File: src/rtl/tpsp_pkg.sv
`default_nettype none
// ----------------------------------------------------------------------------
// tpsp_pkg
// Types and constants shared by the three-pad slider position block.
// ----------------------------------------------------------------------------
package tpsp_pkg;

   localparam int PAD_INDEX_W   = 2;
   localparam int RAW_COUNT_W   = 14;
   localparam int POSITION_W    = 13;
   localparam int LEVEL_W       = 12;
   localparam int SCALE_W       = 10;
   localparam int SHIFT_W       = 4;
   localparam int CSR_INDEX_W   = 3;
   localparam int CSR_DATA_W    = 14;

   localparam logic [PAD_INDEX_W-1:0] PAD_2    = 2'd2;
   localparam logic [PAD_INDEX_W-1:0] PAD_NONE = 2'd3;

   localparam logic [CSR_INDEX_W-1:0] CSR_OFFSET_PAD0    = 3'd0;
   localparam logic [CSR_INDEX_W-1:0] CSR_OFFSET_PAD1    = 3'd1;
   localparam logic [CSR_INDEX_W-1:0] CSR_OFFSET_PAD2    = 3'd2;
   localparam logic [CSR_INDEX_W-1:0] CSR_POSITION_SCALE = 3'd3;
   localparam logic [CSR_INDEX_W-1:0] CSR_AVERAGE_SHIFT  = 3'd4;

   localparam logic [RAW_COUNT_W-1:0] OFFSET_PAD0_RESET    = 14'd1153;
   localparam logic [RAW_COUNT_W-1:0] OFFSET_PAD1_RESET    = 14'd1978;
   localparam logic [RAW_COUNT_W-1:0] OFFSET_PAD2_RESET    = 14'd1962;
   localparam logic [SCALE_W-1:0]     POSITION_SCALE_RESET = 10'd100;
   localparam logic [SHIFT_W-1:0]     AVERAGE_SHIFT_RESET  = 4'd4;

   localparam logic signed [LEVEL_W-1:0] LEVEL_MIN        = -12'sd2000;
   localparam logic signed [LEVEL_W:0]   TOUCH_DOWN_DELTA = 13'sd200;
   localparam logic signed [LEVEL_W:0]   TOUCH_UP_DELTA   = -13'sd600;
   localparam logic signed [LEVEL_W-1:0] IDLE_AVERAGE     = -12'sd650;
   localparam logic [POSITION_W-1:0]     POSITION_MAX     = 13'd8000;

   // |num| * scale stays below 2^21, |den| below 2^12
   localparam int DIVIDEND_W  = 21;
   localparam int DIVISOR_W   = 12;
   localparam int DIV_STEPS   = (DIVIDEND_W + 1) / 2;
   localparam int DIV_SHIFT_W = 2 * DIV_STEPS;
   localparam int DIV_COUNT_W = $clog2(DIV_STEPS + 1);

   typedef struct packed {
      logic                  start;
      logic [DIVIDEND_W-1:0] dividend;
      logic [DIVISOR_W-1:0]  divisor;
   } tpsp_div_req_type;

   typedef struct packed {
      logic                  done;
      logic [DIVIDEND_W-1:0] quotient;
   } tpsp_div_rsp_type;

endpackage
`default_nettype wire

File: src/rtl/tpsp_if.sv
`default_nettype none
// ----------------------------------------------------------------------------
// tpsp_if
// Valid/ready channels for acquisition beats and slider result beats.
// ----------------------------------------------------------------------------
interface tpsp_req_if;
   logic                            valid;
   logic                            ready;
   logic [tpsp_pkg::PAD_INDEX_W-1:0] pad_index;
   logic [tpsp_pkg::RAW_COUNT_W-1:0] raw_count;

   modport source (output valid, output pad_index, output raw_count, input ready);
   modport sink   (input valid, input pad_index, input raw_count, output ready);
endinterface

interface tpsp_rsp_if;
   logic                                 valid;
   logic                                 ready;
   logic [tpsp_pkg::POSITION_W-1:0]      position;
   logic                                 touched;
   logic signed [tpsp_pkg::LEVEL_W-1:0]  touch_level;

   modport source (output valid, output position, output touched, output touch_level,
                   input ready);
   modport sink   (input valid, input position, input touched, input touch_level,
                   output ready);
endinterface
`default_nettype wire

File: src/rtl/tpsp_divider.sv
`default_nettype none
// ----------------------------------------------------------------------------
// tpsp_divider
// Unsigned restoring divider, two quotient bits per cycle through a shift
// register; quotient is valid in the cycle done pulses and holds until the
// next start.
// ----------------------------------------------------------------------------
module tpsp_divider (
   input  wire                         clock,
   input  wire                         reset,
   input  tpsp_pkg::tpsp_div_req_type  div_req,
   output tpsp_pkg::tpsp_div_rsp_type  div_rsp
);
   import tpsp_pkg::*;

   logic [DIVISOR_W-1:0]   rem_ff, rem_in;
   logic [DIVISOR_W-1:0]   dsr_ff, dsr_in;
   logic [DIV_SHIFT_W-1:0] shift_ff, shift_in;
   logic [DIV_COUNT_W-1:0] count_ff, count_in;
   logic                   done_ff, done_in;

   logic [DIVISOR_W:0] r1_try, r1_sub, r2_try, r2_sub;
   logic [DIVISOR_W-1:0] r1;
   logic               b1, b2;

   always_comb begin
      r1_try = {rem_ff, shift_ff[DIV_SHIFT_W-1]};
      r1_sub = r1_try - {1'b0, dsr_ff};
      b1     = r1_try >= {1'b0, dsr_ff};
      r1     = b1 ? r1_sub[DIVISOR_W-1:0] : r1_try[DIVISOR_W-1:0];
      r2_try = {r1, shift_ff[DIV_SHIFT_W-2]};
      r2_sub = r2_try - {1'b0, dsr_ff};
      b2     = r2_try >= {1'b0, dsr_ff};

      rem_in   = rem_ff;
      dsr_in   = dsr_ff;
      shift_in = shift_ff;
      count_in = count_ff;
      done_in  = 1'b0;
      if (div_req.start) begin
         rem_in   = '0;
         dsr_in   = div_req.divisor;
         shift_in = DIV_SHIFT_W'(div_req.dividend);
         count_in = DIV_COUNT_W'(DIV_STEPS);
      end else if (count_ff != '0) begin
         rem_in   = b2 ? r2_sub[DIVISOR_W-1:0] : r2_try[DIVISOR_W-1:0];
         shift_in = {shift_ff[DIV_SHIFT_W-3:0], b1, b2};
         count_in = count_ff - 1'b1;
         done_in  = count_ff == DIV_COUNT_W'(1);
      end
   end

   always_ff @(posedge clock) begin
      if (reset) begin
         count_ff <= '0;
         done_ff  <= 1'b0;
      end else begin
         count_ff <= count_in;
         done_ff  <= done_in;
      end
   end

   always_ff @(posedge clock) begin
      rem_ff   <= rem_in;
      dsr_ff   <= dsr_in;
      shift_ff <= shift_in;
   end

   assign div_rsp.done     = done_ff;
   assign div_rsp.quotient = shift_ff[DIVIDEND_W-1:0];

endmodule
`default_nettype wire

File: src/rtl/three_pad_slider_position_top.sv
`default_nettype none
// ----------------------------------------------------------------------------
// three_pad_slider_position_top
// Three-pad capacitive slider: offset and clamp per pad, ordering-case
// interpolation with a serial divide, touch detection with hysteresis.
// ----------------------------------------------------------------------------
// Path from accept: a divided position runs CLAMP, XYZ, CASE, DIV, FIN, OUT;
// with no ordering case or a zero divisor, CASE goes to OUT; pad index three
// runs XYZ, OUT. Beats are taken only in IDLE, so none overlaps in the
// two-bit-per-cycle divider. A finished result waits in the output register.
// Reset (synchronous): offsets, scale and shift take their defaults; pad
// values, position, average and touch flag clear to zero.
module three_pad_slider_position_top (
   input  wire                              clock,
   input  wire                              reset,
   tpsp_req_if.sink                         req_if,
   tpsp_rsp_if.source                       rsp_if,
   input  wire                              csr_we,
   input  wire [tpsp_pkg::CSR_INDEX_W-1:0]  csr_index,
   input  wire [tpsp_pkg::CSR_DATA_W-1:0]   csr_wdata
);
   import tpsp_pkg::*;

   localparam logic [2:0] ST_IDLE  = 3'd0;
   localparam logic [2:0] ST_CLAMP = 3'd1;
   localparam logic [2:0] ST_XYZ   = 3'd2;
   localparam logic [2:0] ST_CASE  = 3'd3;
   localparam logic [2:0] ST_DIV   = 3'd4;
   localparam logic [2:0] ST_FIN   = 3'd5;
   localparam logic [2:0] ST_OUT   = 3'd6;

   logic [2:0]               state_ff, state_in;
   logic [PAD_INDEX_W-1:0]   pad_ff, pad_in;
   logic [RAW_COUNT_W-1:0]   raw_ff, raw_in;

   logic [RAW_COUNT_W-1:0]   offset_ff [3];
   logic [SCALE_W-1:0]       scale_ff;
   logic [SHIFT_W-1:0]       shift_ff;

   logic signed [LEVEL_W-1:0] pad_value_ff [3];
   logic signed [LEVEL_W-1:0] pad_value_in [3];
   logic [POSITION_W-1:0]     held_ff, held_in;
   logic signed [LEVEL_W-1:0] avg_ff, avg_in;
   logic                      touch_ff, touch_in;

   logic signed [LEVEL_W-1:0] x_ff, x_in, y_ff, y_in, z_ff, z_in;
   logic signed [LEVEL_W-1:0] level_ff, level_in;
   logic [13:0]               base_ff, base_in;
   logic                      neg_ff, neg_in;

   logic                      rsp_valid_ff, rsp_valid_in;
   logic [POSITION_W-1:0]     rsp_pos_ff, rsp_pos_in;
   logic                      rsp_touch_ff, rsp_touch_in;
   logic signed [LEVEL_W-1:0] rsp_level_ff, rsp_level_in;

   tpsp_div_req_type div_req;
   tpsp_div_rsp_type div_rsp;

   tpsp_divider u_divider (
      .clock   (clock),
      .reset   (reset),
      .div_req (div_req),
      .div_rsp (div_rsp)
   );

   function automatic logic signed [LEVEL_W-1:0] half_sum(
      input logic signed [LEVEL_W-1:0] a,
      input logic signed [LEVEL_W-1:0] b
   );
      logic signed [LEVEL_W:0] s;
      logic signed [LEVEL_W:0] t;
      s = {a[LEVEL_W-1], a} + {b[LEVEL_W-1], b};
      t = s + $signed({{LEVEL_W{1'b0}}, s[LEVEL_W]});
      t = t >>> 1;
      return t[LEVEL_W-1:0];
   endfunction

   function automatic logic signed [LEVEL_W-1:0] diff12(
      input logic signed [LEVEL_W-1:0] a,
      input logic signed [LEVEL_W-1:0] b
   );
      logic signed [LEVEL_W:0] d;
      d = {a[LEVEL_W-1], a} - {b[LEVEL_W-1], b};
      return d[LEVEL_W-1:0];
   endfunction

   // clamp path
   logic signed [16:0] raw_diff, raw_dbl, raw_clamp;

   always_comb begin
      raw_diff = $signed({3'b000, raw_ff}) - $signed({3'b000, offset_ff[pad_ff]});
      raw_dbl  = (pad_ff == PAD_2) ? (raw_diff <<< 1) : raw_diff;
      if (raw_dbl < 17'(LEVEL_MIN)) begin
         raw_clamp = 17'(LEVEL_MIN);
      end else if (raw_dbl > 17'sd0) begin
         raw_clamp = '0;
      end else begin
         raw_clamp = raw_dbl;
      end
   end

   // case decode
   logic                      hit, case_neg, go;
   logic signed [LEVEL_W-1:0] num, da, db;
   logic signed [LEVEL_W:0]   den;
   logic [3:0]                seg;
   logic [LEVEL_W-2:0]        num_mag;
   logic [DIVISOR_W-1:0]      den_mag;
   logic [DIVIDEND_W-1:0]     prod;

   always_comb begin
      hit      = 1'b1;
      case_neg = 1'b0;
      num      = z_ff;
      da       = y_ff;
      db       = z_ff;
      seg      = 4'd2;
      if (x_ff < y_ff && x_ff < z_ff && y_ff < z_ff) begin
         num = z_ff; da = y_ff; db = z_ff; seg = 4'd2; case_neg = 1'b1;
      end else if (x_ff < y_ff && x_ff < z_ff && y_ff > z_ff) begin
         num = y_ff; da = y_ff; db = z_ff; seg = 4'd1;
      end else if (z_ff < y_ff && z_ff < x_ff && x_ff < y_ff) begin
         num = y_ff; da = y_ff; db = x_ff; seg = 4'd5; case_neg = 1'b1;
      end else if (z_ff < y_ff && z_ff < x_ff && x_ff > y_ff) begin
         num = x_ff; da = y_ff; db = x_ff; seg = 4'd4;
      end else if (y_ff < x_ff && y_ff < z_ff && z_ff < x_ff) begin
         num = x_ff; da = x_ff; db = z_ff; seg = 4'd8; case_neg = 1'b1;
      end else if (y_ff < x_ff && y_ff < z_ff && z_ff > x_ff) begin
         num = z_ff; da = x_ff; db = z_ff; seg = 4'd7;
      end else begin
         hit = 1'b0;
      end
      den     = {da[LEVEL_W-1], da} + {db[LEVEL_W-1], db};
      go      = hit && (den != '0);
      num_mag = num[LEVEL_W-1] ? 11'(-num) : num[LEVEL_W-2:0];
      den_mag = den[LEVEL_W] ? 12'(-den) : den[DIVISOR_W-1:0];
      prod    = {10'b0, num_mag} * {11'b0, scale_ff};
   end

   always_comb begin
      div_req.start    = (state_ff == ST_CASE) && go;
      div_req.dividend = prod;
      div_req.divisor  = den_mag;
   end

   // touch detection and average
   logic signed [LEVEL_W:0]   delta, avg_diff, avg_step;
   logic [LEVEL_W:0]          avg_mag, avg_shr;

   always_comb begin
      delta    = {avg_ff[LEVEL_W-1], avg_ff} - {level_ff[LEVEL_W-1], level_ff};
      avg_diff = {level_ff[LEVEL_W-1], level_ff} - {avg_ff[LEVEL_W-1], avg_ff};
      avg_mag  = avg_diff[LEVEL_W] ? 13'(-avg_diff) : avg_diff;
      avg_shr  = avg_mag >> shift_ff;
      avg_step = avg_diff[LEVEL_W] ? -$signed(avg_shr) : $signed(avg_shr);
   end

   // final placement
   logic signed [23:0] place;
   logic [POSITION_W-1:0] place_sat;

   always_comb begin
      if (neg_ff) begin
         place = $signed({10'b0, base_ff}) - $signed({3'b0, div_rsp.quotient});
      end else begin
         place = $signed({10'b0, base_ff}) + $signed({3'b0, div_rsp.quotient});
      end
      if (place < 24'sd0) begin
         place_sat = '0;
      end else if (place > $signed({11'b0, POSITION_MAX})) begin
         place_sat = POSITION_MAX;
      end else begin
         place_sat = place[POSITION_W-1:0];
      end
   end

   logic rsp_load;

   always_comb begin
      state_in     = state_ff;
      pad_in       = pad_ff;
      raw_in       = raw_ff;
      pad_value_in = pad_value_ff;
      held_in      = held_ff;
      avg_in       = avg_ff;
      touch_in     = touch_ff;
      x_in         = x_ff;
      y_in         = y_ff;
      z_in         = z_ff;
      level_in     = level_ff;
      base_in      = base_ff;
      neg_in       = neg_ff;
      rsp_load     = 1'b0;
      case (state_ff)
         ST_IDLE: begin
            if (req_if.valid) begin
               pad_in   = req_if.pad_index;
               raw_in   = req_if.raw_count;
               state_in = (req_if.pad_index == PAD_NONE) ? ST_XYZ : ST_CLAMP;
            end
         end
         ST_CLAMP: begin
            pad_value_in[pad_ff] = raw_clamp[LEVEL_W-1:0];
            state_in = ST_XYZ;
         end
         ST_XYZ: begin
            x_in = diff12(half_sum(pad_value_ff[0], pad_value_ff[1]), pad_value_ff[2]);
            y_in = diff12(half_sum(pad_value_ff[0], pad_value_ff[2]), pad_value_ff[1]);
            z_in = diff12(half_sum(pad_value_ff[1], pad_value_ff[2]), pad_value_ff[0]);
            level_in = pad_value_ff[0];
            if (pad_value_ff[1] < level_in) begin
               level_in = pad_value_ff[1];
            end
            if (pad_value_ff[2] < level_in) begin
               level_in = pad_value_ff[2];
            end
            state_in = (pad_ff == PAD_NONE) ? ST_OUT : ST_CASE;
         end
         ST_CASE: begin
            if (delta > TOUCH_DOWN_DELTA) begin
               touch_in = 1'b1;
            end else if (delta < TOUCH_UP_DELTA) begin
               touch_in = 1'b0;
            end else if (avg_ff > IDLE_AVERAGE) begin
               touch_in = 1'b0;
            end
            avg_in   = 12'(avg_ff + avg_step);
            base_in  = 14'(scale_ff) * 14'(seg);
            neg_in   = case_neg ^ num[LEVEL_W-1] ^ den[LEVEL_W];
            state_in = go ? ST_DIV : ST_OUT;
         end
         ST_DIV: begin
            if (div_rsp.done) begin
               state_in = ST_FIN;
            end
         end
         ST_FIN: begin
            held_in  = place_sat;
            state_in = ST_OUT;
         end
         ST_OUT: begin
            if (!rsp_valid_ff || rsp_if.ready) begin
               rsp_load = 1'b1;
               state_in = ST_IDLE;
            end
         end
         default: begin
            state_in = ST_IDLE;
         end
      endcase
   end

   always_comb begin
      rsp_valid_in = rsp_valid_ff && !rsp_if.ready;
      rsp_pos_in   = rsp_pos_ff;
      rsp_touch_in = rsp_touch_ff;
      rsp_level_in = rsp_level_ff;
      if (rsp_load) begin
         rsp_valid_in = 1'b1;
         rsp_pos_in   = held_ff;
         rsp_touch_in = touch_ff;
         rsp_level_in = level_ff;
      end
   end

   always_ff @(posedge clock) begin
      if (reset) begin
         state_ff        <= ST_IDLE;
         pad_value_ff[0] <= '0;
         pad_value_ff[1] <= '0;
         pad_value_ff[2] <= '0;
         held_ff         <= '0;
         avg_ff          <= '0;
         touch_ff        <= 1'b0;
         rsp_valid_ff    <= 1'b0;
      end else begin
         state_ff     <= state_in;
         pad_value_ff <= pad_value_in;
         held_ff      <= held_in;
         avg_ff       <= avg_in;
         touch_ff     <= touch_in;
         rsp_valid_ff <= rsp_valid_in;
      end
   end

   always_ff @(posedge clock) begin
      pad_ff       <= pad_in;
      raw_ff       <= raw_in;
      x_ff         <= x_in;
      y_ff         <= y_in;
      z_ff         <= z_in;
      level_ff     <= level_in;
      base_ff      <= base_in;
      neg_ff       <= neg_in;
      rsp_pos_ff   <= rsp_pos_in;
      rsp_touch_ff <= rsp_touch_in;
      rsp_level_ff <= rsp_level_in;
   end

   always_ff @(posedge clock) begin
      if (reset) begin
         offset_ff[0] <= OFFSET_PAD0_RESET;
         offset_ff[1] <= OFFSET_PAD1_RESET;
         offset_ff[2] <= OFFSET_PAD2_RESET;
         scale_ff     <= POSITION_SCALE_RESET;
         shift_ff     <= AVERAGE_SHIFT_RESET;
      end else if (csr_we) begin
         case (csr_index)
            CSR_OFFSET_PAD0:    offset_ff[0] <= csr_wdata;
            CSR_OFFSET_PAD1:    offset_ff[1] <= csr_wdata;
            CSR_OFFSET_PAD2:    offset_ff[2] <= csr_wdata;
            CSR_POSITION_SCALE: scale_ff     <= csr_wdata[SCALE_W-1:0];
            CSR_AVERAGE_SHIFT:  shift_ff     <= csr_wdata[SHIFT_W-1:0];
            default: begin
            end
         endcase
      end
   end

   assign req_if.ready       = state_ff == ST_IDLE;
   assign rsp_if.valid       = rsp_valid_ff;
   assign rsp_if.position    = rsp_pos_ff;
   assign rsp_if.touched     = rsp_touch_ff;
   assign rsp_if.touch_level = rsp_level_ff;

endmodule
`default_nettype wire
File: src/flat_wrapper.sv
// flat-port wrapper written by rule: the top's interface ports become plain ports
module three_pad_slider_position_top_flat import tpsp_pkg::*;
  (clock, reset, csr_we, csr_index, csr_wdata, req_if_valid, req_if_pad_index, req_if_raw_count, req_if_ready, rsp_if_valid, rsp_if_position, rsp_if_touched, rsp_if_touch_level, rsp_if_ready);
  tpsp_req_if req_if_i ();
  tpsp_rsp_if rsp_if_i ();
  input  wire clock;
  input  wire reset;
  input  wire csr_we;
  input  wire [tpsp_pkg::CSR_INDEX_W-1:0] csr_index;
  input  wire [tpsp_pkg::CSR_DATA_W-1:0] csr_wdata;
  input wire logic [$bits(req_if_i.valid)-1:0] req_if_valid;
  input wire logic [$bits(req_if_i.pad_index)-1:0] req_if_pad_index;
  input wire logic [$bits(req_if_i.raw_count)-1:0] req_if_raw_count;
  output wire logic [$bits(req_if_i.ready)-1:0] req_if_ready;
  output wire logic [$bits(rsp_if_i.valid)-1:0] rsp_if_valid;
  output wire logic [$bits(rsp_if_i.position)-1:0] rsp_if_position;
  output wire logic [$bits(rsp_if_i.touched)-1:0] rsp_if_touched;
  output wire logic [$bits(rsp_if_i.touch_level)-1:0] rsp_if_touch_level;
  input wire logic [$bits(rsp_if_i.ready)-1:0] rsp_if_ready;
  assign req_if_i.valid = req_if_valid;
  assign req_if_i.pad_index = req_if_pad_index;
  assign req_if_i.raw_count = req_if_raw_count;
  assign req_if_ready = req_if_i.ready;
  assign rsp_if_valid = rsp_if_i.valid;
  assign rsp_if_position = rsp_if_i.position;
  assign rsp_if_touched = rsp_if_i.touched;
  assign rsp_if_touch_level = rsp_if_i.touch_level;
  assign rsp_if_i.ready = rsp_if_ready;
  three_pad_slider_position_top u_core (.clock(clock), .reset(reset), .req_if(req_if_i), .rsp_if(rsp_if_i), .csr_we(csr_we), .csr_index(csr_index), .csr_wdata(csr_wdata));
endmodule
File: config.mk
export PLATFORM = sky130hd
export DESIGN_NAME = three_pad_slider_position_top_flat
export DESIGN_NICKNAME = d
export VERILOG_FILES = /design/src/rtl/tpsp_pkg.sv /design/src/rtl/tpsp_if.sv /design/src/rtl/tpsp_divider.sv /design/src/rtl/three_pad_slider_position_top.sv /design/src/flat_wrapper.sv
export SDC_FILE = /design/constraint.sdc
export NUM_CORES = 1
export LEC_CHECK = 0
export BUFFER_PORTS_ARGS = -buffer_cell sky130_fd_sc_hd__buf_2
export CAP_MARGIN = 10
export CORE_MARGIN = 5
export CORE_UTILIZATION = 45
export CTS_BUF_LIST = sky130_fd_sc_hd__clkbuf_4 sky130_fd_sc_hd__clkbuf_8 sky130_fd_sc_hd__clkbuf_16
export DETAILED_ROUTE_END_ITERATION = 8
export PLACE_DENSITY = 0.57
export SKIP_CTS_REPAIR_TIMING = 1
export SYNTH_ARGS = -nofsm -noshare
export SYNTH_HDL_FRONTEND = slang
export SYNTH_SLANG_ARGS = --single-unit
File: constraint.sdc
create_clock -name clock -period 12.45 [get_ports clock]
set_input_delay 0 -clock clock [delete_from_list [all_inputs] [get_ports clock]]
set_output_delay 0 -clock clock [all_outputs]
set_load 0.01 [all_outputs]
Word level (Yosys, flattened, before mapping)
Memories as Yosys holds them, arrays and structs flattened. A register that Yosys moved wholly into a read port is not among the register bits.
Cells that the tools add are included.
{"block": "classes", "bitwise": 7, "n_eq_ne": 17, "add_sub_neg": 23, "muxes": 85, "n_mul": 2, "magnitude_cmp": 22, "n_shift": 1, "n_reduce_logical": 29}
{"operator": "12-bit 2-to-1 mux", "count": 25}
{"operator": "12-bit < comparator", "count": 8}
{"operator": "12-bit subtractor", "count": 5}
{"operator": "12-bit by 12-bit adder with 13-bit output", "count": 4}
{"operator": "14-bit 2-to-1 mux", "count": 3}
{"operator": "21-bit 2-to-1 mux", "count": 2}
{"operator": "13-bit by 2-bit adder with 13-bit output", "count": 3}
{"operator": "13-bit 2-to-1 mux", "count": 3}
{"operator": "36-bit bitwise mux", "count": 1}
{"operator": "12-bit greater-than comparator", "count": 3}
{"operator": "1-bit 2-to-1 mux", "count": 31}
{"operator": "4-bit 2-to-1 mux", "count": 7}
{"operator": "13-bit by 12-bit >= comparator with 1-bit output", "count": 2}
{"operator": "12-bit by 12-bit subtractor with 13-bit output", "count": 2}
{"operator": "12-bit demux with 2-bit select", "count": 1}
{"operator": "24-bit by 14-bit greater-than comparator with 1-bit output, second input constant", "count": 1}
{"operator": "24-bit by 1-bit < comparator with 1-bit output, second input constant", "count": 1}
{"operator": "24-bit 2-to-1 mux", "count": 1}
{"operator": "12-bit negation", "count": 2}
{"operator": "14-bit by 21-bit adder with 22-bit output", "count": 1}
{"operator": "14-bit by 21-bit subtractor with 22-bit output", "count": 1}
{"operator": "11-bit by 10-bit multiplier with 21-bit output", "count": 1}
{"operator": "3-bit one-hot mux with 7 select lines", "count": 1}
{"operator": "16-bit by 1-bit greater-than comparator with 1-bit output, second input constant", "count": 1}
{"operator": "40 further kinds", "count": 76}
{"block": "word_totals", "n_memories": 1, "ramBits": 42, "ff_bits": 236, "word_cells": 215}
{"name": "u_core.offset_ff", "words": 3, "width": 14, "read_ports": 1, "rd_ports_with_merged_regs": 1, "write_ports": 3, "line_no": "three_pad_slider_position_top.sv:36", "source": "logic [RAW_COUNT_W-1:0] offset_ff [3];"}

Longest topological paths before layout
Gate-level depths: netlist of run 1.
{"block": "logic_depth", "depth_word": 14, "depth_mapped": 41, "depth_no_buf": 39}

By module
A second synthesis of run 1 with hierarchy kept.
{"block": "hier_totals", "cells_unflattened": 3225, "hier_area_um2": 28419.8}
{"mod": "three_pad_slider_position_top", "cells_each": 2864, "area_each_um2": 24870.1, "n_inst": 1, "seq_area_each_um2": 6055.8}
{"mod": "tpsp_divider", "cells_each": 361, "area_each_um2": 3549.7, "n_inst": 1, "seq_area_each_um2": 1351.3}

Least setup slack after synthesis of run 1
No wires, ideal clock.
{"block": "synth_path", "path_type": "reg-to-reg", "from": "reg u_core.z_ff[5]", "to": "reg u_core.u_divider.shift_ff[20], data pin", "t_arrival_ns": 8.681, "stages_incl_launch_ff": 40, "setup_ns": 0.260, "setup_slack_ns": 3.509, "period_less_slack_ns": 8.941, "required_ns": 12.190, "path_buffers": 1, "cell_sequence": "edfxtp_1 -> ha_1 -> a21o_1 -> a21o_1 -> a21o_1 -> a21o_1 -> a21o_1 -> a211oi_1 -> o221ai_1 -> a2bb2oi_1 -> a221o_1 -> buf_1 -> inv_1 -> ha_1 -> inv_1 -> a211oi_1 -> a31oi_1 -> xor2_1 -> [... 4 more ...] -> inv_1 -> fa_1 -> inv_1 -> fa_1 -> inv_1 -> fa_1 -> inv_1 -> ha_1 -> inv_1 -> o21bai_1 -> a21oi_1 -> o2111ai_1 -> a31oi_1 -> nand2b_1 -> a21boi_0 -> o41ai_1 -> xnor2_1 -> mux2_2"}
{"block": "synth_via", "elab_chain_cells": 14, "elab_cells_between_ends": 44, "cone_classes": "add/sub: 2; mul: 1; order compare: 6; mux: 23; reduce/logical: 12"}
{"element": "start, declared", "line_no": "three_pad_slider_position_top.sv:46", "source": "logic signed [LEVEL_W-1:0] x_ff, x_in, y_ff, y_in, z_ff, z_in;"}
{"element": "start signal, assigned", "line_no": "three_pad_slider_position_top.sv:291", "source": "z_ff <= z_in;"}
{"element": "parallel branches: the longest is 13 deep, another holds 11-bit by 10-bit multiplier with 21-bit output"}
{"element": "21-bit 2-to-1 mux *", "line_no": "tpsp_divider.sv:40", "source": "if (div_req.start) begin"}
{"element": "via u_core.u_divider.shift_in[20]", "line_no": "tpsp_divider.sv:18", "source": "logic [DIV_SHIFT_W-1:0] shift_ff, shift_in;"}
{"element": "end signal, assigned", "line_no": "tpsp_divider.sv:66", "source": "shift_ff <= shift_in;"}
{"element": "end, declared", "line_no": "tpsp_divider.sv:18"}
Mark *: on every way through the listed nets, which the timed path passes.
A chain may end at the register's enable or synchronous reset.

Final worst setup path of run 1
{"block": "layout_path", "from": "reg u_core.x_ff[5]", "to": "reg u_core.u_divider.shift_ff[20], data pin"}
{"block": "layout_via", "elab_chain_cells": 14, "elab_cells_between_ends": 44, "cone_classes": "add/sub: 2; mul: 1; order compare: 6; mux: 23; reduce/logical: 12"}
{"element": "start, declared", "line_no": "three_pad_slider_position_top.sv:46"}
{"element": "start signal, assigned", "line_no": "three_pad_slider_position_top.sv:289", "source": "x_ff <= x_in;"}
{"element": "parallel branches: the longest is 13 deep, another holds 11-bit by 10-bit multiplier with 21-bit output"}
{"element": "21-bit 2-to-1 mux *", "line_no": "tpsp_divider.sv:40"}
{"element": "via u_core.u_divider.shift_in[20]", "line_no": "tpsp_divider.sv:18"}
Marks and branches as above.

==> run_results.csv, run 1 <==
group,metric,value,unit
status,status,"finished clean",
critical_path,worstPathRequired,12.74,ns
drt,vias_per_cell,5.656,
worst_hold_path,hp-class,"in2reg",
power_and_ir_drop,p_leak,13.09,nW
cells_and_area,layout_common_cells,"inv_1 (343), ha_1 (322), nand2_1 (301), a21oi_1 (227), nor2_1 (212)",
cells_and_area,multi_input_area,18570,sq um
global_routing,grt_pass1_vias,22670,
synthesis,syn-num-nets,3654,
timing,final.period_utilization,0.8454,
drt,drc,0,
drt,drt_wl_total,75690,um
synthesis,synth-seq-cells,280,
synthesis,yosysWarnings,0,
cts,clk_pin_slew_worst_paths,0.06,ns
cells_and_area,postLayoutCoreUtil,0.4960,
cts,cts_tree,"yes",
timing,max_slew_margin,0.3300,
critical_path,critPathMaxFanout,17,
critical_path,crit_arrival,10.81,ns
synthesis,syn-instance-count,3194,
floorplan,start_util,0.4510,
timing,setup_viol,0,
synthesis,syn-mean-instance-area,8.666,sq um
timing,skew,0.04265,ns
power_and_ir_drop,power,7.852,mW
timing,rsz0062_at_grt,"no",
synthesis,netlist.area_leader.share,0.1953,
cells_and_area,regArea,7407,sq um
cts,cts_sinks,280,
critical_path,worst_setup_path_end_kind,"flop",
cells_and_area,drive_above_1_share,0.06806,
cts,clk_latency,0.58,ns
timing,tns,0,ns
synthesis,synth_top_area_cell,"edfxtp_1",
synthesis,synth_cell_type_count,99,
flow_run,cap_violations,0,
floorplan,dieArea,66570,sq um
global_routing,track_usage,0.2233,
power_and_ir_drop,p_per_area,258.0,nW/um^2
synthesis,async_flop_share,0,
critical_path,crit_type,"reg2reg",
floorplan,rows,91,
drt,drt_iter0_markers,1369,
floorplan,ios,66,
drt,ant_nets,0,
critical_path,startpoint_type,"flop",
placement,hpwl,61330,um
cells_and_area,fill_cells,5749,
drt,vias,23080,
cells_and_area,layout.nets,3723,
cts,clockBufferDepth,3,
synthesis,ys_seq_area_frac,0.2676,
global_routing,grt_max_degree,49,
floorplan,die_x,258.0,um
critical_path,slowest_delay,0.58,ns
global_routing,antenna_found_initial,1,
drt,wl_per_cell,18.55,um
timing,post-route-min-period,10.53,ns
power_and_ir_drop,ir_drop,486.9,uV
critical_path,cpMaxStageDelayCell,"xor2_1",
floorplan,core,61370,sq um
cells_and_area,final_common_cell,"inv_1",
placement,place_congestion,0.9526,
timing,timing.final.hold_violations,0,
synthesis,synthFlopType,"edfxtp_1",
critical_path,cpMostUsedCell,"inv_1",
drt,dr.pass1.iters,5,
global_routing,overflow,0,
synthesis,synthTopCellsByArea,"edfxtp_1 (20%), ha_1 (15%), dfxtp_1 (7.2%)",
cells_and_area,syn2layout_area_growth,9.977,%
synthesis,synth_edf_count,180,
placement,port_buffers,65,
global_routing,grt_pass1_wl,121900,um
timing,drv_slew,0,
cells_and_area,n_antenna_cell,0,
cts,cts_buffers,36,
synthesis,synth_area,27680,sq um
timing,worstMarginPinSlew,1.001,ns
cts,ctsHtreeMaxLevel,2,
floorplan,die_h,258.0,um
timing,fmax,95.01,MHz
cts,cts-root-buf,"clkbuf_16",
metal layers:
metal | part of all wire | wire length (um) | global-route usage
met5 | 0 | 0 | 0
met3 | 0.051 | 3842 | 0.03676
met2 | 0.47 | 35900 | 0.3813
met1 | 0.44 | 33620 | 0.2937
met4 | 0.031 | 2322 | 0.06319
state kept, by name, indices dropped and copies added, names as in the netlist, 12 cells and up, named ones only:
name / flops
u_core.y_ff: 12
u_core.avg_ff: 12
u_core.u_divider.shift_ff: 22
u_core.base_ff: 14
u_core.held_ff: 13
u_core.pad_value_ff: 36
u_core.offset_ff: 42
u_core.rsp_if.position: 13
u_core.level_ff: 12
u_core.rsp_if.touch_level: 12
u_core.u_divider.dsr_ff: 12
u_core.x_ff: 12
u_core.raw_ff: 14
u_core.u_divider.rem_ff: 12
u_core.z_ff: 12
layout make-up:
class                   instances  area share
multi-input cells            2467      0.6102
inverters                     346     0.04267
repair buffers                132     0.03025
clock inverters                22    0.009331
flip-flops and latches        280      0.2433
clock buffers                  44     0.03177
well taps                     790     0.03247
cell families (layout without fill, tap and decap cells):
group	count (synthesis)	after routing	share of synthesized area
AOI/OAI and AO/OA	790	790	0.1850
xor gates and xnor gates	219	219	0.06984
adders and majority gates	422	422	0.2179
buffers and inverters	447	544	0.06265
DFF	280	280	0.2676
muxes	68	68	0.02658
and+or+nand+nor	968	968	0.1704
power by group:
group / internal, mW / total, mW / leakage [nW] / switching (mW)
clock network: 0.650 / 1.10 / 0.608 / 0.447
registers: 1.13 / 1.20 / 2.50 / 0.0722
logic: 2.34 / 5.55 / 9.99 / 3.21
synth_stat cells (21+ instances only):
library cell and n:
nor3_1 76, nor2b_1 40, dfxtp_1 100, ha_1 322, and2_1 106, inv_1 343, nand2b_1 46, a211oi_1 35
a21oi_1 227, xor2_1 50, nand3_1 71, fa_1 100, a21o_1 48, nand4_1 23, o21a_1 26, nand2_1 301
mux2i_1 51, xnor2_1 167, clkbuf_1 77, nor2_1 214, edfxtp_1 180, o21bai_1 53, a31oi_1 21, o21ai_0 180
o31ai_1 23
stage by stage:
step	setup WS (ns)	instance area, sq um	hold WS [ns]	cells
after floorplan	3.509	27680	0.09887	3194
after global placement	2.145	28810	0.1772	3977
after detailed placement	1.938	28810	0.1781	3977
after CTS	1.864	30060	-0.4335	4043
after global routing	1.290	30440	0.03372	4081
final	1.925	30440	0.02640	4081
final timing paths:
check	start	endpoint	slack, ns	depth (start not counted)
worst min register to register	u_core.held_ff[3]	u_core.rsp_if.position[3]	0.43	0
worst max-delay path	u_core.x_ff[5]	u_core.u_divider.shift_ff[20]	1.92	40
worst min-delay path	csr_we	u_core.offset_ff[0][12]	0.03	3
worst max register to register	u_core.x_ff[5]	u_core.u_divider.shift_ff[20]	1.92	40
critical path, delay by kind of cell (launching register included):
kind                     cells  cell delay (ns)
AO/OA/AOI/OAI               19             4.62
XOR/XNOR                     2             0.70
adder cells (fa/ha/maj)      8             3.13
buffers and inverters        8             0.79
flip-flops                   1             0.42
multiplexers                 1             0.28
AND/OR/NAND/NOR              2             0.29
(Power assumes the default switching activity.)
==> run 2: changes to the inputs <==
- clock period: 12.45 -> 10.7 ns (I/O delays scaled with it)
==> run 2 against run 1 <==
Register-to-register slack lost 1.2 ns. Critical path depth grew 1. Sequential share of layout area shrank 0.073 points. Critical path type unchanged. Sequential power grew 17%.
==> run_results.csv, run 2 (synthesis gave the netlist of run 1 again) <==
group,metric,value,unit
status,status,"finished clean",
critical_path,cpMostUsedCell,"inv_1",
cells_and_area,top_register,"u_core.offset_ff",
cells_and_area,design_area,30530,sq um
floorplan,ios,66,
cells_and_area,layout.nets,3732,
cts,clk_latency,0.57,ns
drt,vias,23110,
timing,max_slew_margin,0.3720,
placement,placed_area,28890,sq um
floorplan,die_h,258.0,um
timing,rsz0062_at_grt,"no",
drt,ant_nets,0,
critical_path,slowest_delay,0.55,ns
cts,cts_tree,"yes",
placement,place_congestion,0.9418,
critical_path,crit_arrival,10.24,ns
cells_and_area,final_common_cell,"inv_1",
drt,wl_per_cell,18.72,um
power_and_ir_drop,p_leak,13.17,nW
worst_hold_path,hp-class,"in2reg",
timing,setup_viol,0,
cts,cts_sinks,280,
cts,clockBufferDepth,3,
floorplan,core,61370,sq um
cells_and_area,drive_above_1_share,0.07182,
cells_and_area,n_antenna_cell,0,
timing,fmax,100.7,MHz
placement,pre_cts_slack,0.6868,ns
critical_path,startpoint_type,"flop",
power_and_ir_drop,ir_drop,594.7,uV
floorplan,die_x,258.0,um
critical_path,worstPathRequired,11.01,ns
cells_and_area,fill_cells,5827,
critical_path,critPathBufInv,9,
critical_path,critPathMaxFanout,13,
timing,worstMarginPinSlew,0.9400,ns
global_routing,grt_pass1_vias,22890,
cts,cts-root-buf,"clkbuf_16",
global_routing,antenna_found_initial,0,
placement,port_buffers,65,
cts,clk_pin_slew_worst_paths,0.06,ns
global_routing,grt_pass1_wl,122300,um
timing,finalWorstSetupSlack,0.7692,ns
global_routing,track_usage,0.2239,
cells_and_area,top_regs,"u_core.offset_ff (42), u_core.pad_value_ff (36), u_core.u_divider.shift_ff (22)",
critical_path,crit_family,"compound AO/OA/AOI/OAI gates",
floorplan,start_util,0.4510,
timing,post-route-min-period,9.931,ns
critical_path,worst_setup_path_end_kind,"flop",
cts,cts_buffers,37,
floorplan,rows,91,
timing,skew,0.01748,ns
cells_and_area,syn2layout_area_growth,10.31,%
cts,ctsHtreeMaxLevel,2,
floorplan,dieArea,66570,sq um
global_routing,overflow,0,
drt,drt_iter0_markers,1501,
global_routing,grt_max_degree,49,
drt,vias_per_cell,5.651,
timing,final.period_utilization,0.9281,
cells_and_area,largest_register_ffs,42,
drt,drc,0,
critical_path,crit_type,"reg2reg",
drt,drt_wl_total,76580,um
placement,hpwl,61470,um
power_and_ir_drop,p_per_area,301.0,nW/um^2
drt,dr.pass1.iters,8,
timing,timing.final.hold_violations,0,
critical_path,cpMaxStageDelayCell,"fa_1",
cells_and_area,layout_common_cells,"inv_1 (343), ha_1 (322), nand2_1 (301), a21oi_1 (227), nor2_1 (212)",
flow_run,cap_violations,0,
timing,drv_slew,0,
timing,tns,0,ns
-- run 2: cell count changes in the layout (fill, tap and decap cells not counted), sizes merged --
cell and change:
clkbuf +3, inv +2, clkinvlp -2, buf +10, dlygate4sd3 -2, clkinv -2
-- run 2: metal layers --
metal | share of wire | routed length (um) | vias to the layer above | global-route usage
met3 | 0.053 | 4067 | 128 | 0.03989
met1 | 0.44 | 33750 | 11060 | 0.2888
li1 | - | - | 11380 | -
met2 | 0.48 | 36550 | 548 | 0.3878
met5 | 0 | 0 | - | 0
met4 | 0.029 | 2218 | 0 | 0.06170
-- run 2: worst paths after layout --
kind,startpoint,endpoint,slack (ns),cells past startpoint
min,csr_index[2],u_core.shift_ff[2],0.03,4
max,u_core.z_ff[5],u_core.u_divider.shift_ff[20],0.77,41
max reg2reg,u_core.z_ff[5],u_core.u_divider.shift_ff[20],0.77,41
min reg2reg,u_core.held_ff[7],u_core.rsp_if.position[7],0.43,0
-- run 2: cell type report --
cell class / instances / area, sq um / area share
Clock inverter: 20 / 241.5 / 0.007910
Tap cell: 790 / 988.4 / 0.03238
Clock buffer: 47 / 1031 / 0.03377
Sequential cell: 280 / 7407 / 0.2426
Multi-Input combinational cell: 2467 / 18590 / 0.6088
Inverter: 346 / 1299 / 0.04254
Timing Repair Buffer: 140 / 975.9 / 0.03197
-- run 2: worst reg2reg max path, delay by kind of cell, from the launching register on --
kind	cells	cell delay (ns)
DFF	1	0.45
adders and majority gates	8	3.22
and+or+nand+nor	2	0.23
xor gates and xnor gates	2	0.28
muxes	1	0.27
AOI/OAI and AO/OA	19	4.26
buffers and inverters	9	0.98
-- run 2: power by group --
group,total [mW],internal [mW],leakage [nW],switching (mW)
clock,1.29,0.787,0.633,0.506
combinational,6.50,2.76,10.0,3.74
sequential,1.40,1.32,2.50,0.0835
total,9.19,4.86,13.2,4.33
-- run 2: stage by stage --
stage	cells	utilization	hold WS, ns	total power [mW]
after global routing	4090	0.4975	0.01882	10.26
after global placement	3988	0.4708	0.1774	7.831
after floorplan	3194	-	0.09887	6.507
after CTS	4055	0.4915	-0.4370	9.278
after detailed placement	3988	0.4708	0.1781	7.924
final	4090	0.4975	0.02854	9.190
==> run 3: changes to the inputs <==
- CELL_PAD_IN_SITES_DETAIL_PLACEMENT: not set -> 0
- CELL_PAD_IN_SITES_GLOBAL_PLACEMENT: not set -> 1
- MAX_ROUTING_LAYER: not set -> met4
- PLACE_DENSITY: 0.57 -> 0.71
==> run 3 against run 2 <==
The run now ends with hold timing left. Combinational power rose by 1%. Highest routed layer unchanged. Sequential power barely moved. Sequential cell count did not move. Critical endpoint unchanged.
==> run_results.csv, run 3 (synthesis gave the netlist of run 1 again) <==
group,metric,value,unit
power_and_ir_drop,p_leak,13.15,nW
worst_hold_path,holdPathStages,3,
power_and_ir_drop,power,9.300,mW
cts,clk_latency,0.55,ns
floorplan,core,61370,sq um
cells_and_area,top_register,"u_core.offset_ff",
placement,hpwl,63580,um
timing,tns,0,ns
timing,post-route-min-period,10.04,ns
cells_and_area,top_regs,"u_core.offset_ff (42), u_core.pad_value_ff (36), u_core.u_divider.shift_ff (22)",
critical_path,slowest_delay,0.73,ns
power_and_ir_drop,p_per_area,304.3,nW/um^2
cells_and_area,syn2layout_area_growth,10.42,%
worst_hold_path,hp-start,"csr_index[1]",
critical_path,rr_endpoint,"u_core.u_divider.shift_ff[20]",
global_routing,grt_pass1_vias,22540,
critical_path,rr_startpoint,"u_core.z_ff[5]",
timing,fmax,99.60,MHz
cells_and_area,final_common_cell,"inv_1",
floorplan,dieArea,66570,sq um
floorplan,start_util,0.4510,
cells_and_area,layout_common_cells,"inv_1 (343), ha_1 (322), nand2_1 (301), a21oi_1 (227), nor2_1 (212)",
floorplan,die_h,258.0,um
timing,holdWs,-0.01209,ns
global_routing,antenna_found_initial,3,
drt,drt_wl_total,79430,um
cts,cts_buffers,37,
timing,worstMarginPinSlew,0.9828,ns
cells_and_area,layout.nets,3731,
critical_path,worstPathRequired,10.99,ns
critical_path,cpMostUsedCell,"inv_1",
global_routing,overflow,0,
worst_hold_path,holdPathEnd,"u_core.offset_ff[2][3]",
timing,skew,0.01807,ns
timing,final.period_utilization,0.9383,
cells_and_area,regArea,7407,sq um
timing,max_slew_margin,0.3439,
cells_and_area,fill_cells,5832,
global_routing,track_usage,0.2383,
drt,dr.pass1.iters,5,
critical_path,cpMaxStageDelayCell,"xnor2_1",
floorplan,ios,66,
critical_path,critPathMaxFanout,15,
cts,cts_tree,"yes",
timing,drv_slew,0,
cells_and_area,largest_register_ffs,42,
critical_path,rr_worst_depth,35,
floorplan,rows,91,
drt,drt_iter0_markers,1554,
placement,port_buffers,65,
drt,route.met3.wl,3592,um
flow_run,cap_violations,0,
drt,ant_nets,0,
cts,clockBufferDepth,3,
drt,wl_met2,37700,um
drt,vias,22930,
critical_path,startpoint_type,"flop",
critical_path,crit_type,"reg2reg",
drt,wl_per_cell,19.41,um
drt,wl_met1,36540,um
timing,setup_viol,0,
cells_and_area,multi_input_area,18580,sq um
critical_path,crit_arrival,10.33,ns
cts,ctsHtreeMaxLevel,2,
worst_hold_path,hp-class,"in2reg",
status,violations,"hold timing",
cts,cts_sinks,280,
drt,top_layer,"met4",
drt,drc,0,
critical_path,reg2reg_slack,0.66,ns
critical_path,worst_setup_path_end_kind,"flop",
cts,clk_pin_slew_worst_paths,0.06,ns
placement,place_congestion,0.9187,
status,status,"finished, violations left",
cells_and_area,drive_above_1_share,0.07030,
cts,cts-root-buf,"clkbuf_16",
power_and_ir_drop,ir_drop,405.7,uV
timing,rsz0062_at_grt,"no",
floorplan,die_x,258.0,um
drt,vias_per_cell,5.602,
critical_path,crit_path_start,"u_core.z_ff[5]",
global_routing,grt_pass1_wl,124300,um
timing,timing.final.hold_violations,8,
global_routing,grt_max_degree,49,
[run 3: cell types whose count changed in the layout (fill, tap and decap cells not counted), sizes merged]
cell         delta
clkinvlp        +1
inv             -2
diode           +3
clkinv          +1
dlygate4sd3     +1
buf             -3
clkbuf          +2
[run 3: where the power goes]
part	switching (mW)	internal, mW	total [mW]	leakage (nW)
registers	0.0881	1.32	1.40	2.50
clock network	0.512	0.812	1.32	0.638
logic	3.81	2.77	6.57	10.0
[run 3: per-stage QoR]
step | setup slack (ns) | cells | instance area, sq um | util
floorplan | 1.759 | 3194 | 27680 | -
global placement | 1.028 | 3984 | 28880 | 0.4706
detailed placement | 0.7483 | 3984 | 28880 | 0.4706
CTS | 0.7159 | 4052 | 30180 | 0.4917
global route | 0.01191 | 4091 | 30560 | 0.4979
finish | 0.6603 | 4093 | 30560 | 0.4980
[run 3: worst max-delay path: cells and delay by family (launching register included)]
kind | cells | cell delay, ns
AOI/OAI and AO/OA | 15 | 3.87
xor gates and xnor gates | 2 | 0.86
adders and majority gates | 8 | 3.35
buffers and inverters | 6 | 0.34
DFF | 1 | 0.41
muxes | 1 | 0.27
and+or+nand+nor | 3 | 0.68
[run 3: layout make-up]
class / instances / area share
repair buffers: 139 / 0.03222
flip-flops and latches: 280 / 0.2424
inverters: 346 / 0.04250
clock buffers: 48 / 0.03533
diodes: 3 / 0.0002456
clock inverters: 20 / 0.007124
well taps: 790 / 0.03234
multi-input cells: 2467 / 0.6079
[run 3: worst max-delay path by stage]
stage / end / slack (ns) / cells after the start
finish: u_core.u_divider.shift_ff[20] / 0.66 / 35
global route: u_core.u_divider.shift_ff[20] / 0.01 / 35
CTS: u_core.u_divider.shift_ff[20] / 0.72 / 35
detailed placement: u_core.u_divider.shift_ff[20] / 0.75 / 35
global placement: u_core.u_divider.shift_ff[20] / 1.03 / 34
floorplan: u_core.u_divider.shift_ff[20] / 1.76 / 39
[run 3: per-layer routing]
| metal | track usage | up-vias |
|---|---|---|
| met2 | 0.3974 | 496 |
| met4 | 0.05191 | 0 |
| li1 | - | 11390 |
| met1 | 0.3127 | 10970 |
| met5 | - | - |
| met3 | 0.03158 | 74 |
